$ cat config.mk
export PLATFORM = sky130hd
export DESIGN_NAME = bounded_list_engine_top
export DESIGN_NICKNAME = d
export VERILOG_FILES = /design/src/ble_pkg.sv /design/src/ble_dp.sv /design/src/ble_ctrl.sv /design/src/bounded_list_engine_top.sv
export SDC_FILE = /design/constraint.sdc
export NUM_CORES = 1
export LEC_CHECK = 0
export ABC_AREA = 1
export BUFFER_PORTS_ARGS = -buffer_cell sky130_fd_sc_hd__buf_4
export CAP_MARGIN = 20
export CORE_MARGIN = 3
export CORE_UTILIZATION = 54
export DETAILED_ROUTE_END_ITERATION = 6
export PLACE_DENSITY = 0.71
export SYNTH_ARGS = -nofsm -noshare
export SYNTH_HDL_FRONTEND = slang
export SYNTH_SLANG_ARGS = --single-unit
$ cat constraint.sdc
create_clock -name i_clk -period 12.7 [get_ports i_clk]
set_clock_uncertainty 0.2 [all_clocks]
set_input_delay 1.905 -clock i_clk [delete_from_list [all_inputs] [get_ports i_clk]]
set_output_delay 1.905 -clock i_clk [all_outputs]
set_load 0.02 [all_outputs]
$ cat src/ble_pkg.sv
package ble_pkg;

    // Default list depth handed to the top level.
    localparam int DEPTH_DEFAULT = 16;

    localparam int DATA_W = 32;

    // Command codes carried in the command field of an input word.
    localparam logic [2:0] CMD_PUSH_FRONT = 3'd0;
    localparam logic [2:0] CMD_PUSH_BACK  = 3'd1;
    localparam logic [2:0] CMD_POP_FRONT  = 3'd2;
    localparam logic [2:0] CMD_FIND       = 3'd3;
    localparam logic [2:0] CMD_REVERSE    = 3'd4;

    typedef struct packed {
        logic [2:0]               command;
        logic signed [DATA_W-1:0] item_value;
    } t_ble_in;

    typedef struct packed {
        logic                     ok;
        logic signed [DATA_W-1:0] popped_value;
        logic                     found;
        logic [3:0]               found_index;
        logic [4:0]               entry_count;
        logic                     is_empty;
    } t_ble_out;

    // Operations the controller asks of the datapath in one cycle.
    typedef enum logic [3:0] {
        DP_NOP,
        DP_LOAD,
        DP_PUSH_FRONT,
        DP_PUSH_BACK,
        DP_POP_READ,
        DP_POP_DONE,
        DP_FIND_INIT,
        DP_FIND_STEP,
        DP_FIND_HIT,
        DP_REVERSE,
        DP_REPORT
    } t_dp_op;

    // Status the datapath returns to the controller.
    typedef struct packed {
        logic [2:0] command;
        logic       empty;
        logic       find_hit;
        logic       find_exhausted;
    } t_dp_status;

    typedef enum logic [2:0] {
        ST_IDLE,
        ST_EXEC,
        ST_POP_WAIT,
        ST_FIND_RUN
    } t_state;

endpackage

$ cat src/ble_dp.sv
module ble_dp #(
    parameter int DEPTH = ble_pkg::DEPTH_DEFAULT
) (
    input  logic                i_clk,
    input  logic                i_rst_n,
    input  ble_pkg::t_dp_op     i_op,
    input  ble_pkg::t_ble_in    i_cmd_word,
    output ble_pkg::t_dp_status o_status,
    output ble_pkg::t_ble_out   o_result_word,
    output logic                o_result_strobe
);

    localparam int PW = $clog2(DEPTH);
    localparam int CW = $clog2(DEPTH + 1);
    localparam logic [PW:0] DEPTH_W = (PW + 1)'(DEPTH);

    // Entry store: one write port, one registered read port.
    logic [ble_pkg::DATA_W-1:0] r_mem [DEPTH];
    logic [ble_pkg::DATA_W-1:0] r_rdata;

    logic [PW-1:0]              r_head, n_head;
    logic [CW-1:0]              r_count, n_count;
    logic                       r_rev, n_rev;
    logic [2:0]                 r_cmd;
    logic [ble_pkg::DATA_W-1:0] r_val;
    logic [PW-1:0]              r_walk, n_walk;
    logic [CW-1:0]              r_issue_idx, n_issue_idx;
    logic                       r_cmp_vld, n_cmp_vld;
    logic [PW-1:0]              r_cmp_idx, n_cmp_idx;
    ble_pkg::t_ble_out          r_res, n_res;
    logic                       r_res_vld, n_res_vld;

    logic          wr_en, rd_en;
    logic [PW-1:0] wr_addr, rd_addr;
    logic          full, empty, issue_done, hit;
    logic [PW-1:0] pos_sel, slot_pos;
    logic [PW:0]   sum_fwd, diff_rev;

    function automatic logic [PW-1:0] step_up(input logic [PW-1:0] p);
        return (p == PW'(DEPTH - 1)) ? '0 : p + PW'(1);
    endfunction

    function automatic logic [PW-1:0] step_down(input logic [PW-1:0] p);
        return (p == '0) ? PW'(DEPTH - 1) : p - PW'(1);
    endfunction

    assign full       = (r_count == CW'(DEPTH));
    assign empty      = (r_count == '0);
    assign issue_done = (r_issue_idx == r_count);
    assign hit        = r_cmp_vld && (r_rdata == r_val);

    // Physical slot of a logical position, forward or reversed.
    assign pos_sel  = (i_op == ble_pkg::DP_REVERSE) ? PW'(r_count - CW'(1)) : PW'(r_count);
    assign sum_fwd  = {1'b0, r_head} + {1'b0, pos_sel};
    assign diff_rev = {1'b0, r_head} - {1'b0, pos_sel};
    assign slot_pos = r_rev ? (diff_rev[PW] ? PW'(diff_rev + DEPTH_W) : PW'(diff_rev))
                            : ((sum_fwd >= DEPTH_W) ? PW'(sum_fwd - DEPTH_W) : PW'(sum_fwd));

    always_comb begin
        n_head      = r_head;
        n_count     = r_count;
        n_rev       = r_rev;
        n_walk      = r_walk;
        n_issue_idx = r_issue_idx;
        n_cmp_vld   = 1'b0;
        n_cmp_idx   = r_cmp_idx;
        n_res       = '0;
        n_res_vld   = 1'b0;
        wr_en       = 1'b0;
        wr_addr     = r_head;
        rd_en       = 1'b0;
        rd_addr     = r_head;

        unique case (i_op)
            ble_pkg::DP_PUSH_FRONT: begin
                n_res_vld = 1'b1;
                if (!full) begin
                    if (!empty) begin
                        n_head = r_rev ? step_up(r_head) : step_down(r_head);
                    end
                    wr_en    = 1'b1;
                    wr_addr  = n_head;
                    n_count  = r_count + CW'(1);
                    n_res.ok = 1'b1;
                end
            end
            ble_pkg::DP_PUSH_BACK: begin
                n_res_vld = 1'b1;
                if (!full) begin
                    wr_en    = 1'b1;
                    wr_addr  = slot_pos;
                    n_count  = r_count + CW'(1);
                    n_res.ok = 1'b1;
                end
            end
            ble_pkg::DP_POP_READ: begin
                rd_en   = 1'b1;
                rd_addr = r_head;
            end
            ble_pkg::DP_POP_DONE: begin
                n_res_vld          = 1'b1;
                n_res.ok           = 1'b1;
                n_res.popped_value = r_rdata;
                n_count            = r_count - CW'(1);
                if (n_count != '0) begin
                    n_head = r_rev ? step_down(r_head) : step_up(r_head);
                end
            end
            ble_pkg::DP_FIND_INIT: begin
                n_walk      = r_head;
                n_issue_idx = '0;
            end
            ble_pkg::DP_FIND_STEP: begin
                if (!issue_done) begin
                    rd_en       = 1'b1;
                    rd_addr     = r_walk;
                    n_walk      = r_rev ? step_down(r_walk) : step_up(r_walk);
                    n_issue_idx = r_issue_idx + CW'(1);
                    n_cmp_vld   = 1'b1;
                    n_cmp_idx   = PW'(r_issue_idx);
                end
            end
            ble_pkg::DP_FIND_HIT: begin
                n_res_vld         = 1'b1;
                n_res.found       = 1'b1;
                n_res.found_index = 4'(r_cmp_idx);
            end
            ble_pkg::DP_REVERSE: begin
                n_res_vld = 1'b1;
                if (!empty) begin
                    n_head = slot_pos;
                end
                n_rev = ~r_rev;
            end
            ble_pkg::DP_REPORT: begin
                n_res_vld = 1'b1;
            end
            default: begin
            end
        endcase

        n_res.entry_count = 5'(n_count);
        n_res.is_empty    = (n_count == '0);
    end

    always_ff @(posedge i_clk) begin
        if (!i_rst_n) begin
            r_head    <= '0;
            r_count   <= '0;
            r_rev     <= 1'b0;
            r_cmp_vld <= 1'b0;
            r_res_vld <= 1'b0;
        end else begin
            r_head    <= n_head;
            r_count   <= n_count;
            r_rev     <= n_rev;
            r_cmp_vld <= n_cmp_vld;
            r_res_vld <= n_res_vld;
        end
    end

    always_ff @(posedge i_clk) begin
        if (i_op == ble_pkg::DP_LOAD) begin
            r_cmd <= i_cmd_word.command;
            r_val <= i_cmd_word.item_value;
        end
        r_walk      <= n_walk;
        r_issue_idx <= n_issue_idx;
        r_cmp_idx   <= n_cmp_idx;
        if (n_res_vld) begin
            r_res <= n_res;
        end
    end

    always_ff @(posedge i_clk) begin
        if (wr_en) begin
            r_mem[wr_addr] <= r_val;
        end
        if (rd_en) begin
            r_rdata <= r_mem[rd_addr];
        end
    end

    assign o_status.command        = r_cmd;
    assign o_status.empty          = empty;
    assign o_status.find_hit       = hit;
    assign o_status.find_exhausted = issue_done && !r_cmp_vld;

    assign o_result_word   = r_res;
    assign o_result_strobe = r_res_vld;

endmodule

$ cat src/ble_ctrl.sv
module ble_ctrl (
    input  logic                i_clk,
    input  logic                i_rst_n,
    input  logic                i_start,
    input  ble_pkg::t_dp_status i_status,
    output logic                o_busy,
    output ble_pkg::t_dp_op     o_op
);

    ble_pkg::t_state r_state, n_state;

    always_ff @(posedge i_clk) begin
        if (!i_rst_n) begin
            r_state <= ble_pkg::ST_IDLE;
        end else begin
            r_state <= n_state;
        end
    end

    always_comb begin
        n_state = r_state;
        o_op    = ble_pkg::DP_NOP;
        o_busy  = 1'b1;

        unique case (r_state)
            ble_pkg::ST_IDLE: begin
                o_busy = 1'b0;
                if (i_start) begin
                    o_op    = ble_pkg::DP_LOAD;
                    n_state = ble_pkg::ST_EXEC;
                end
            end
            ble_pkg::ST_EXEC: begin
                n_state = ble_pkg::ST_IDLE;
                unique case (i_status.command)
                    ble_pkg::CMD_PUSH_FRONT: o_op = ble_pkg::DP_PUSH_FRONT;
                    ble_pkg::CMD_PUSH_BACK:  o_op = ble_pkg::DP_PUSH_BACK;
                    ble_pkg::CMD_POP_FRONT: begin
                        if (i_status.empty) begin
                            o_op = ble_pkg::DP_REPORT;
                        end else begin
                            o_op    = ble_pkg::DP_POP_READ;
                            n_state = ble_pkg::ST_POP_WAIT;
                        end
                    end
                    ble_pkg::CMD_FIND: begin
                        o_op    = ble_pkg::DP_FIND_INIT;
                        n_state = ble_pkg::ST_FIND_RUN;
                    end
                    ble_pkg::CMD_REVERSE: o_op = ble_pkg::DP_REVERSE;
                    default:              o_op = ble_pkg::DP_REPORT;
                endcase
            end
            ble_pkg::ST_POP_WAIT: begin
                o_op    = ble_pkg::DP_POP_DONE;
                n_state = ble_pkg::ST_IDLE;
            end
            ble_pkg::ST_FIND_RUN: begin
                priority if (i_status.find_hit) begin
                    o_op    = ble_pkg::DP_FIND_HIT;
                    n_state = ble_pkg::ST_IDLE;
                end else if (i_status.find_exhausted) begin
                    o_op    = ble_pkg::DP_REPORT;
                    n_state = ble_pkg::ST_IDLE;
                end else begin
                    o_op = ble_pkg::DP_FIND_STEP;
                end
            end
            default: begin
                n_state = ble_pkg::ST_IDLE;
            end
        endcase
    end

endmodule

$ cat src/bounded_list_engine_top.sv
// Bounded list engine: an ordered list of signed 32-bit values, at most DEPTH
// entries deep, kept in a ring store with a head pointer, a count and a
// direction flag. Commands push at the front, push at the back, pop the front,
// find the first position of a value, or reverse the order.
// A command word is taken at a rising edge where start is high and busy is low.
// Exactly one result word follows for each command; it sits on o_result_word
// for one cycle while o_result_strobe is high. The receiver cannot stall, so
// the result is never held; busy is already low in the strobe cycle, so the
// next command may be given while a result is shown.
// Push, reverse, unused codes and a pop of an empty list finish in the execute
// state; other pops add a pop-wait state for one registered read of the entry
// store. Find ends at the first match, or once every entry has been compared;
// on an empty list it reports without a read. Find walks the entries one per
// cycle through the single read port of the store, with the compare in the
// cycle after each read. The result strobe comes in the cycle after the last
// working cycle.
// Synchronous reset empties the list (count, head and direction cleared) and
// returns the controller to idle; the store contents are not cleared, since an
// entry is never read before it is written.
module bounded_list_engine_top #(
    parameter int DEPTH = ble_pkg::DEPTH_DEFAULT
) (
    input  logic              i_clk,
    input  logic              i_rst_n,
    input  logic              start,
    output logic              busy,
    input  ble_pkg::t_ble_in  i_cmd_word,
    output ble_pkg::t_ble_out o_result_word,
    output logic              o_result_strobe
);

    ble_pkg::t_dp_op     dp_op;
    ble_pkg::t_dp_status dp_status;

    // Controller sequences each command as a few datapath operations.
    ble_ctrl u_ctrl (
        .i_clk    (i_clk),
        .i_rst_n  (i_rst_n),
        .i_start  (start),
        .i_status (dp_status),
        .o_busy   (busy),
        .o_op     (dp_op)
    );

    // Datapath holds the pointers, the entry store and the result register.
    ble_dp #(
        .DEPTH (DEPTH)
    ) u_dp (
        .i_clk           (i_clk),
        .i_rst_n         (i_rst_n),
        .i_op            (dp_op),
        .i_cmd_word      (i_cmd_word),
        .o_status        (dp_status),
        .o_result_word   (o_result_word),
        .o_result_strobe (o_result_strobe)
    );

endmodule

==> flow_summary.toml, run 1 <==
[status]
status = "complete, no violations"

[timing]
fin_crit_sh_pct = 48.30
worstMarginPinSlew_ps = 1102
final_hold_viol_count = 0
maxSlewViolCount = 0
fin_tns_setup_ps = 0
fmax_mhz = 163.0
setup_viol = 0
layout_min_cycle_time_ps = 6134
rsz0062_at_grt = "false"
slew_headroom_pct = 26.56

[place]
dp_cells = 2632
gp_congestion = 0.8139
io_buffers = 83
post_dp_cell_area_um2 = 27800
hpwlAfterDp_mm = 33.98

[synth]
netlist_area_um2 = 26390
async_flop_share_pct = 0
ys_warn_count = 0
yosysUniqueCellTypes = 49
ys_ff_latch = 650
synth-main-ff-cell = "edfxtp_1"
syn_nets = 2075
synth-edff-count = 636
netlist_instances = 2022
ys_seq_area_share_pct = 73.42
synth_area_per_cell_um2 = 13.05

[cts]
hold_buffers = 0
cts_setup_buffers = 0
clock-root-buffer = "clkbuf_16"
clk_path_buf_depth = 3
cts.clk_slew.worst_paths_ps = 60
clkLatencyLatePin_ps = 600
numCtsBuffers = 67
cts-resized-gates = 0
cts_tree = "built"
htree_num_levels = 3
cts.sinks = 650

[worst_setup_path]
end_kind = "register"
reg2reg_slack_ps = 6570
crit_required_ps = 12750
cp_data_arrival_time_ps = 6180
cp-start-kind = "register"
reg2reg_depth = 25
cp_max_fo = 18
r2r-start = "u_dp.r_val[15]"
timing_worst_setup_path_type = "reg2reg"
r2r_end = "u_dp.r_mem[8][1]"

[die]
ios = 84
die_height_um = 227.1
coreArea_um2 = 48050
die_w_um = 227.1
die_area_um2 = 51570
start_util_pct = 54.93
std_cell_rows = 80

[route]
drt_iter0_drc = 1865
wire_per_inst_um = 22.11
viasPerCell = 6.085
vias = 16740
dr.pass1.iters = 6
routed_wl_mm = 60.82
drc_errors = 0
ant_nets = 0

[power_and_ir_drop]
seqPwrFrac_pct = 49.3
total_power_w = 0.005131
p_switching_w = 0.001398
ir_worst_vdd_mv = 0.1202
p_leak_nw = 10.25
switching_share_pct = 27.24
power_density_nw_per_um2 = 171.6
pwr-share-comb_pct = 15.7
internal-power_w = 0.003734
pwr-share-clk_pct = 35.0

[cells_and_area]
stdcell_area_um2 = 29900
nFillCells = 3488
antennaDiodeCount = 0
final_cells = 2751
drive_above_1_share_pct = 12.59
layout-area-overhead-vs-synth_pct = 13.29
final_core_util_pct = 62.23
fin_nets = 2144

[grt]
grt-ovfl-total = 0
grt_pass1_vias = 16490
grt_pass1_wl_mm = 93.72
track_usage_pct = 23.68
grt_max_degree = 148
antenna_found_initial = 0

[hold_path]
min_path_cells = 2
hp-start = "u_dp.r_cmp_idx[3]"
min_to = "u_dp.o_result_word[9]"
hp-class = "reg2reg"

[job]
maxCapViolCount = 0
power groups by stage:
stage	logic, W	clock network, W	registers, W
after floorplan	0.000526	0	0.00258
after global placement	0.000768	0	0.00257
after detailed placement	0.000798	0	0.00257
after CTS	0.000802	0.00182	0.00253
after global routing	0.000893	0.00191	0.00254
final	0.000806	0.00179	0.00253
how the worst max path moves through the flow:
stage                    from                 end  slack (ps)
2_1_floorplan           start    u_dp.r_mem[0][0]        6450
3_3_place_gp            start  u_dp.r_mem[10][12]        6310
3_5_place_dp            start   u_dp.r_mem[1][18]        6250
4_1_cts        u_dp.r_val[15]   u_dp.r_mem[1][18]        6420
5_1_grt        u_dp.r_val[15]    u_dp.r_mem[8][1]        6030
6_report       u_dp.r_val[15]    u_dp.r_mem[8][1]        6570
stage by stage:
| stage | setup slack (ps) | hold WS [ps] |
|---|---|---|
| 2_1_floorplan | 6445 | 297.3 |
| 3_3_place_gp | 6311 | 321.8 |
| 3_5_place_dp | 6246 | 344.8 |
| 4_1_cts | 6420 | 360.8 |
| 5_1_grt | 6027 | 385.7 |
| 6_report | 6566 | 354.2 |
critical path, cell delays in order, from the launching register on:
cell	delay, ps
edfxtp_1	690
inv_1	80
nand2_1	60
and2_1	110
nand2_1	70
nor2_1	240
nand2_1	170
nor2_2	280
nand3_2	180
nand2_4	220
nand3_4	170
nand3_4	220
nand2_1	70
nand2_1	110
ha_1	230
or2_2	270
nand2_1	90
inv_1	50
fa_1	530
o21ai_0	100
o22ai_1	190
nor2_1	100
inv_1	80
nand2_1	230
nor2_4	580
buf_4	450
Yosys cell counts (all sizes together), types with 4 or more instances:
cell / count / share of area (%)
a21oi: 22 / 0.46
buf: 57 / 1.2
clkbuf: 59 / 0.86
ha: 14 / 0.66
nand4: 10 / 0.24
xnor2: 23 / 0.76
nor3: 7 / 0.15
a211oi: 4 / 0.13
o22ai: 4 / 0.095
inv: 111 / 1.6
o21ai: 284 / 5.4
o221ai: 130 / 4.3
xor2: 14 / 0.46
nand3: 92 / 1.9
nand2: 162 / 2.5
edfxtp: 636 / 72
nor2: 359 / 5.2
dfxtp: 14 / 1.1
layout make-up:
class | count | area (um2) | share of cell area (%)
clock buffers | 82 | 1818 | 6.080
clock inverters | 32 | 155.1 | 0.5189
inverters | 112 | 427.9 | 1.431
multi-input cells | 1144 | 6217 | 20.79
flip-flops and latches | 650 | 19380 | 64.81
well taps | 615 | 769.5 | 2.574
repair buffers | 116 | 1134 | 3.791
registers in the layout (all words and copies together) (netlist names):
| name | count |
|---|---|
| u_dp.r_walk | 4 |
| u_dp.r_rev | 1 |
| u_dp.o_result_word | 44 |
| u_dp.r_rdata | 32 |
| u_dp.r_issue_idx | 5 |
| u_dp.o_result_strobe | 1 |
| u_dp.r_mem | 512 |
| u_dp.r_val | 32 |
| u_dp.r_cmp_vld | 1 |
| u_ctrl.r_state | 2 |
| u_dp.r_cmd | 3 |
| u_dp.r_cmp_idx | 4 |
| u_dp.r_head | 4 |
| u_dp.r_count | 5 |
layout by cell type (no fill, tap or decap), types with 5 or more instances in the layout:
cell type  instances
nand3_1           85
xnor2_1           23
edfxtp_1         636
clkbuf_1          11
ha_1              14
o221ai_1         130
nor2_4            19
dfxtp_1           14
o21ai_0          236
nor3_1             6
o21ai_1           44
inv_1             98
nand3_2            5
nand4_1           10
buf_16            12
nand2_2            8
clkinv_2           9
inv_2             12
xor2_1            14
nand2_1          149
nor2_1           336
buf_4            101
a21oi_1           21
clkbuf_16         71
clkinv_1          18
layer usage:
| metal | vias to the layer above | wire (um) | share of wire, % | GRT usage (%) |
|---|---|---|---|---|
| met5 | - | 0 | 0 | 0 |
| met3 | 113 | 4318 | 7.1 | 3.546 |
| li1 | 7576 | - | - | - |
| met1 | 8339 | 25070 | 41 | 32.90 |
| met4 | 0 | 1551 | 2.6 | 7.753 |
| met2 | 712 | 29880 | 49 | 39.06 |
logic make-up (layout without fill, tap and decap cells):
family / Yosys count / in the layout / share of synthesized area [%]
adders and majority gates: 15 / 15 / 0.7396
DFF: 650 / 650 / 73.42
xor gates and xnor gates: 37 / 37 / 1.228
buffers and inverters: 228 / 342 / 3.679
AOI/OAI and AO/OA: 456 / 456 / 10.77
and+or+nand+nor: 636 / 636 / 10.16
Note: power is estimated with default switching activity, not from simulation.
==> inputs of run 2 (changes only) <==
PLACE_DENSITY = 0.74   (was 0.71)
clock period = 5.2 ns   (was 12.7 ns; I/O delays follow)
==> flow_summary.toml, run 2 (synthesized netlist as in run 1, its figures left out) <==
[worst_setup_path]
cp-start-kind = "register"
cp_max_fo = 8
crit_start = "u_dp.r_val[30]"
worst_path_max_delay_cell = "edfxtp_1"
slowest_delay_ps = 410
timing_worst_setup_path_type = "reg2reg"
end_kind = "register"
cp_data_arrival_time_ps = 5060
crit_required_ps = 5310
r2r-start = "u_dp.r_val[30]"
crit_top_cell = "nand2_1"

[timing]
fin_crit_sh_pct = 95.05
setup_viol = 0
slew_headroom_pct = 47.36
maxSlewViolCount = 0
final_hold_viol_count = 0
fmax_mhz = 202.3
worstMarginPinSlew_ps = 788.4
layout_min_cycle_time_ps = 4943

[status]
status = "complete, no violations"

[route]
wire_per_inst_um = 23.20
ant_nets = 0
viasPerCell = 6.130
drc_errors = 0
drt_iter0_drc = 2266
routed_wl_mm = 65.51
dr.pass1.iters = 6
vias = 17310

[cells_and_area]
seq_area_um2 = 19380
drive_above_1_share_pct = 15.98
largest_register_ffs = 512
layout-area-overhead-vs-synth_pct = 17.27
antennaDiodeCount = 0
largest-register = "u_dp.r_mem"
nFillCells = 3344
layout_common_cells = "636 x edfxtp_1, 331 x nor2_1, 235 x o21ai_0"
final_core_util_pct = 64.42
fin_nets = 2210
multiInputGateArea_um2 = 6285
final_common_cell = "edfxtp_1"

[cts]
clk_path_buf_depth = 3
cts.clk_slew.worst_paths_ps = 60
numCtsBuffers = 67
clkLatencyLatePin_ps = 600
cts_tree = "built"
htree_num_levels = 3
cts.sinks = 650
clock-root-buffer = "clkbuf_16"

[power_and_ir_drop]
pwr-share-clk_pct = 36.9
pwr-share-comb_pct = 16.8
power_density_nw_per_um2 = 426.2
p_leak_nw = 10.74
internal-power_w = 0.009566
switching_share_pct = 27.49
seqPwrFrac_pct = 46.3
total_power_w = 0.01319
ir_worst_vdd_mv = 0.2122
p_switching_w = 0.003626

[hold_path]
hp-class = "in2reg"
hp-start = "i_cmd_word[26]"

[die]
die_height_um = 227.1
die_area_um2 = 51570
std_cell_rows = 80
die_w_um = 227.1
start_util_pct = 54.93
ios = 84
coreArea_um2 = 48050

[grt]
grt_pass1_vias = 16760
grt-ovfl-total = 0
antenna_found_initial = 0
track_usage_pct = 25.23
grt_max_degree = 129
grt_pass1_wl_mm = 98.55

[place]
io_buffers = 83
gp_congestion = 0.8521
hpwlAfterDp_mm = 37.57

[job]
maxCapViolCount = 0
[run 2: changes by cell type in the layout (fill, tap and decap cells not counted), moves of 5 or more]
cell / before / now
clkinv_2: 9 / 4
bufinv_16: 0 / 7
buf_4: 101 / 142
buf_16: 12 / 0
nor2_1: 336 / 331
buf_12: 2 / 36
[run 2: layout make-up]
type / count / share of cell area [%]
clock inverter: 37 / 1.302
inverter: 112 / 1.383
multi-input combinational: 1144 / 20.31
tap: 615 / 2.486
clock buffer: 84 / 5.894
timing repair buffer: 182 / 6.019
sequential: 650 / 62.61
[run 2: what timing repair did]
| action | CTS | global route |
|---|---|---|
| resized for setup | 0 | 19 |
| setup buffers | 0 | 10 |
| setup endpoints to repair | 0 | 512 |
| hold buffers | 0 | 0 |
[run 2: power by group through the flow]
stage                     sequential (W)  combinational (W)  clock (W)
after floorplan                  0.00629            0.00129          0
after global placement           0.00621            0.00208          0
after detailed placement         0.00622            0.00214          0
after CTS                        0.00611            0.00216    0.00492
after global routing             0.00612            0.00242    0.00515
final                            0.00611            0.00222    0.00486
[run 2: path summary, 6_finish.rpt]
kind	slack, ps	to	cells past startpoint
setup / recovery	260	u_dp.r_mem[8][26]	30
hold / removal	150	u_dp.r_val[26]	1
setup reg to reg	260	u_dp.r_mem[8][26]	30
hold reg to reg	350	u_dp.r_mem[0][12]	0
[run 2: through the flow]
step / TNS, ps / instance area (um2) / instances / worst slack (ps) / hold slack, ps
CTS: 0 / 30690 / 2809 / 17.54 / 122.9
global placement: 0 / 28460 / 2688 / 246.3 / 343.3
global route: -1056 / 30950 / 2824 / -45.42 / 133.5
detailed placement: 0 / 28460 / 2688 / 53.45 / 336.0
floorplan: -46950 / 26420 / 2022 / -246.1 / 297.3
finish: 0 / 30950 / 2824 / 257.2 / 152.0
[run 2: critical path, delay by kind of cell, from the launching register on]
kind	cells	cell delay, ps
AO/OA/AOI/OAI	2	310
XOR/XNOR	3	560
adder cells (fa/ha/maj)	1	340
buffers and inverters	5	790
flip-flops	1	410
AND/OR/NAND/NOR	19	2040
[run 2: routing by layer]
metal | vias to the layer above | share of wire, % | global-route usage (%)
li1 | 7716 | - | -
met1 | 8542 | 41 | 37.04
met2 | 940 | 46 | 38.94
met3 | 113 | 10 | 4.668
met4 | 0 | 2.5 | 7.834
met5 | - | 0 | 0
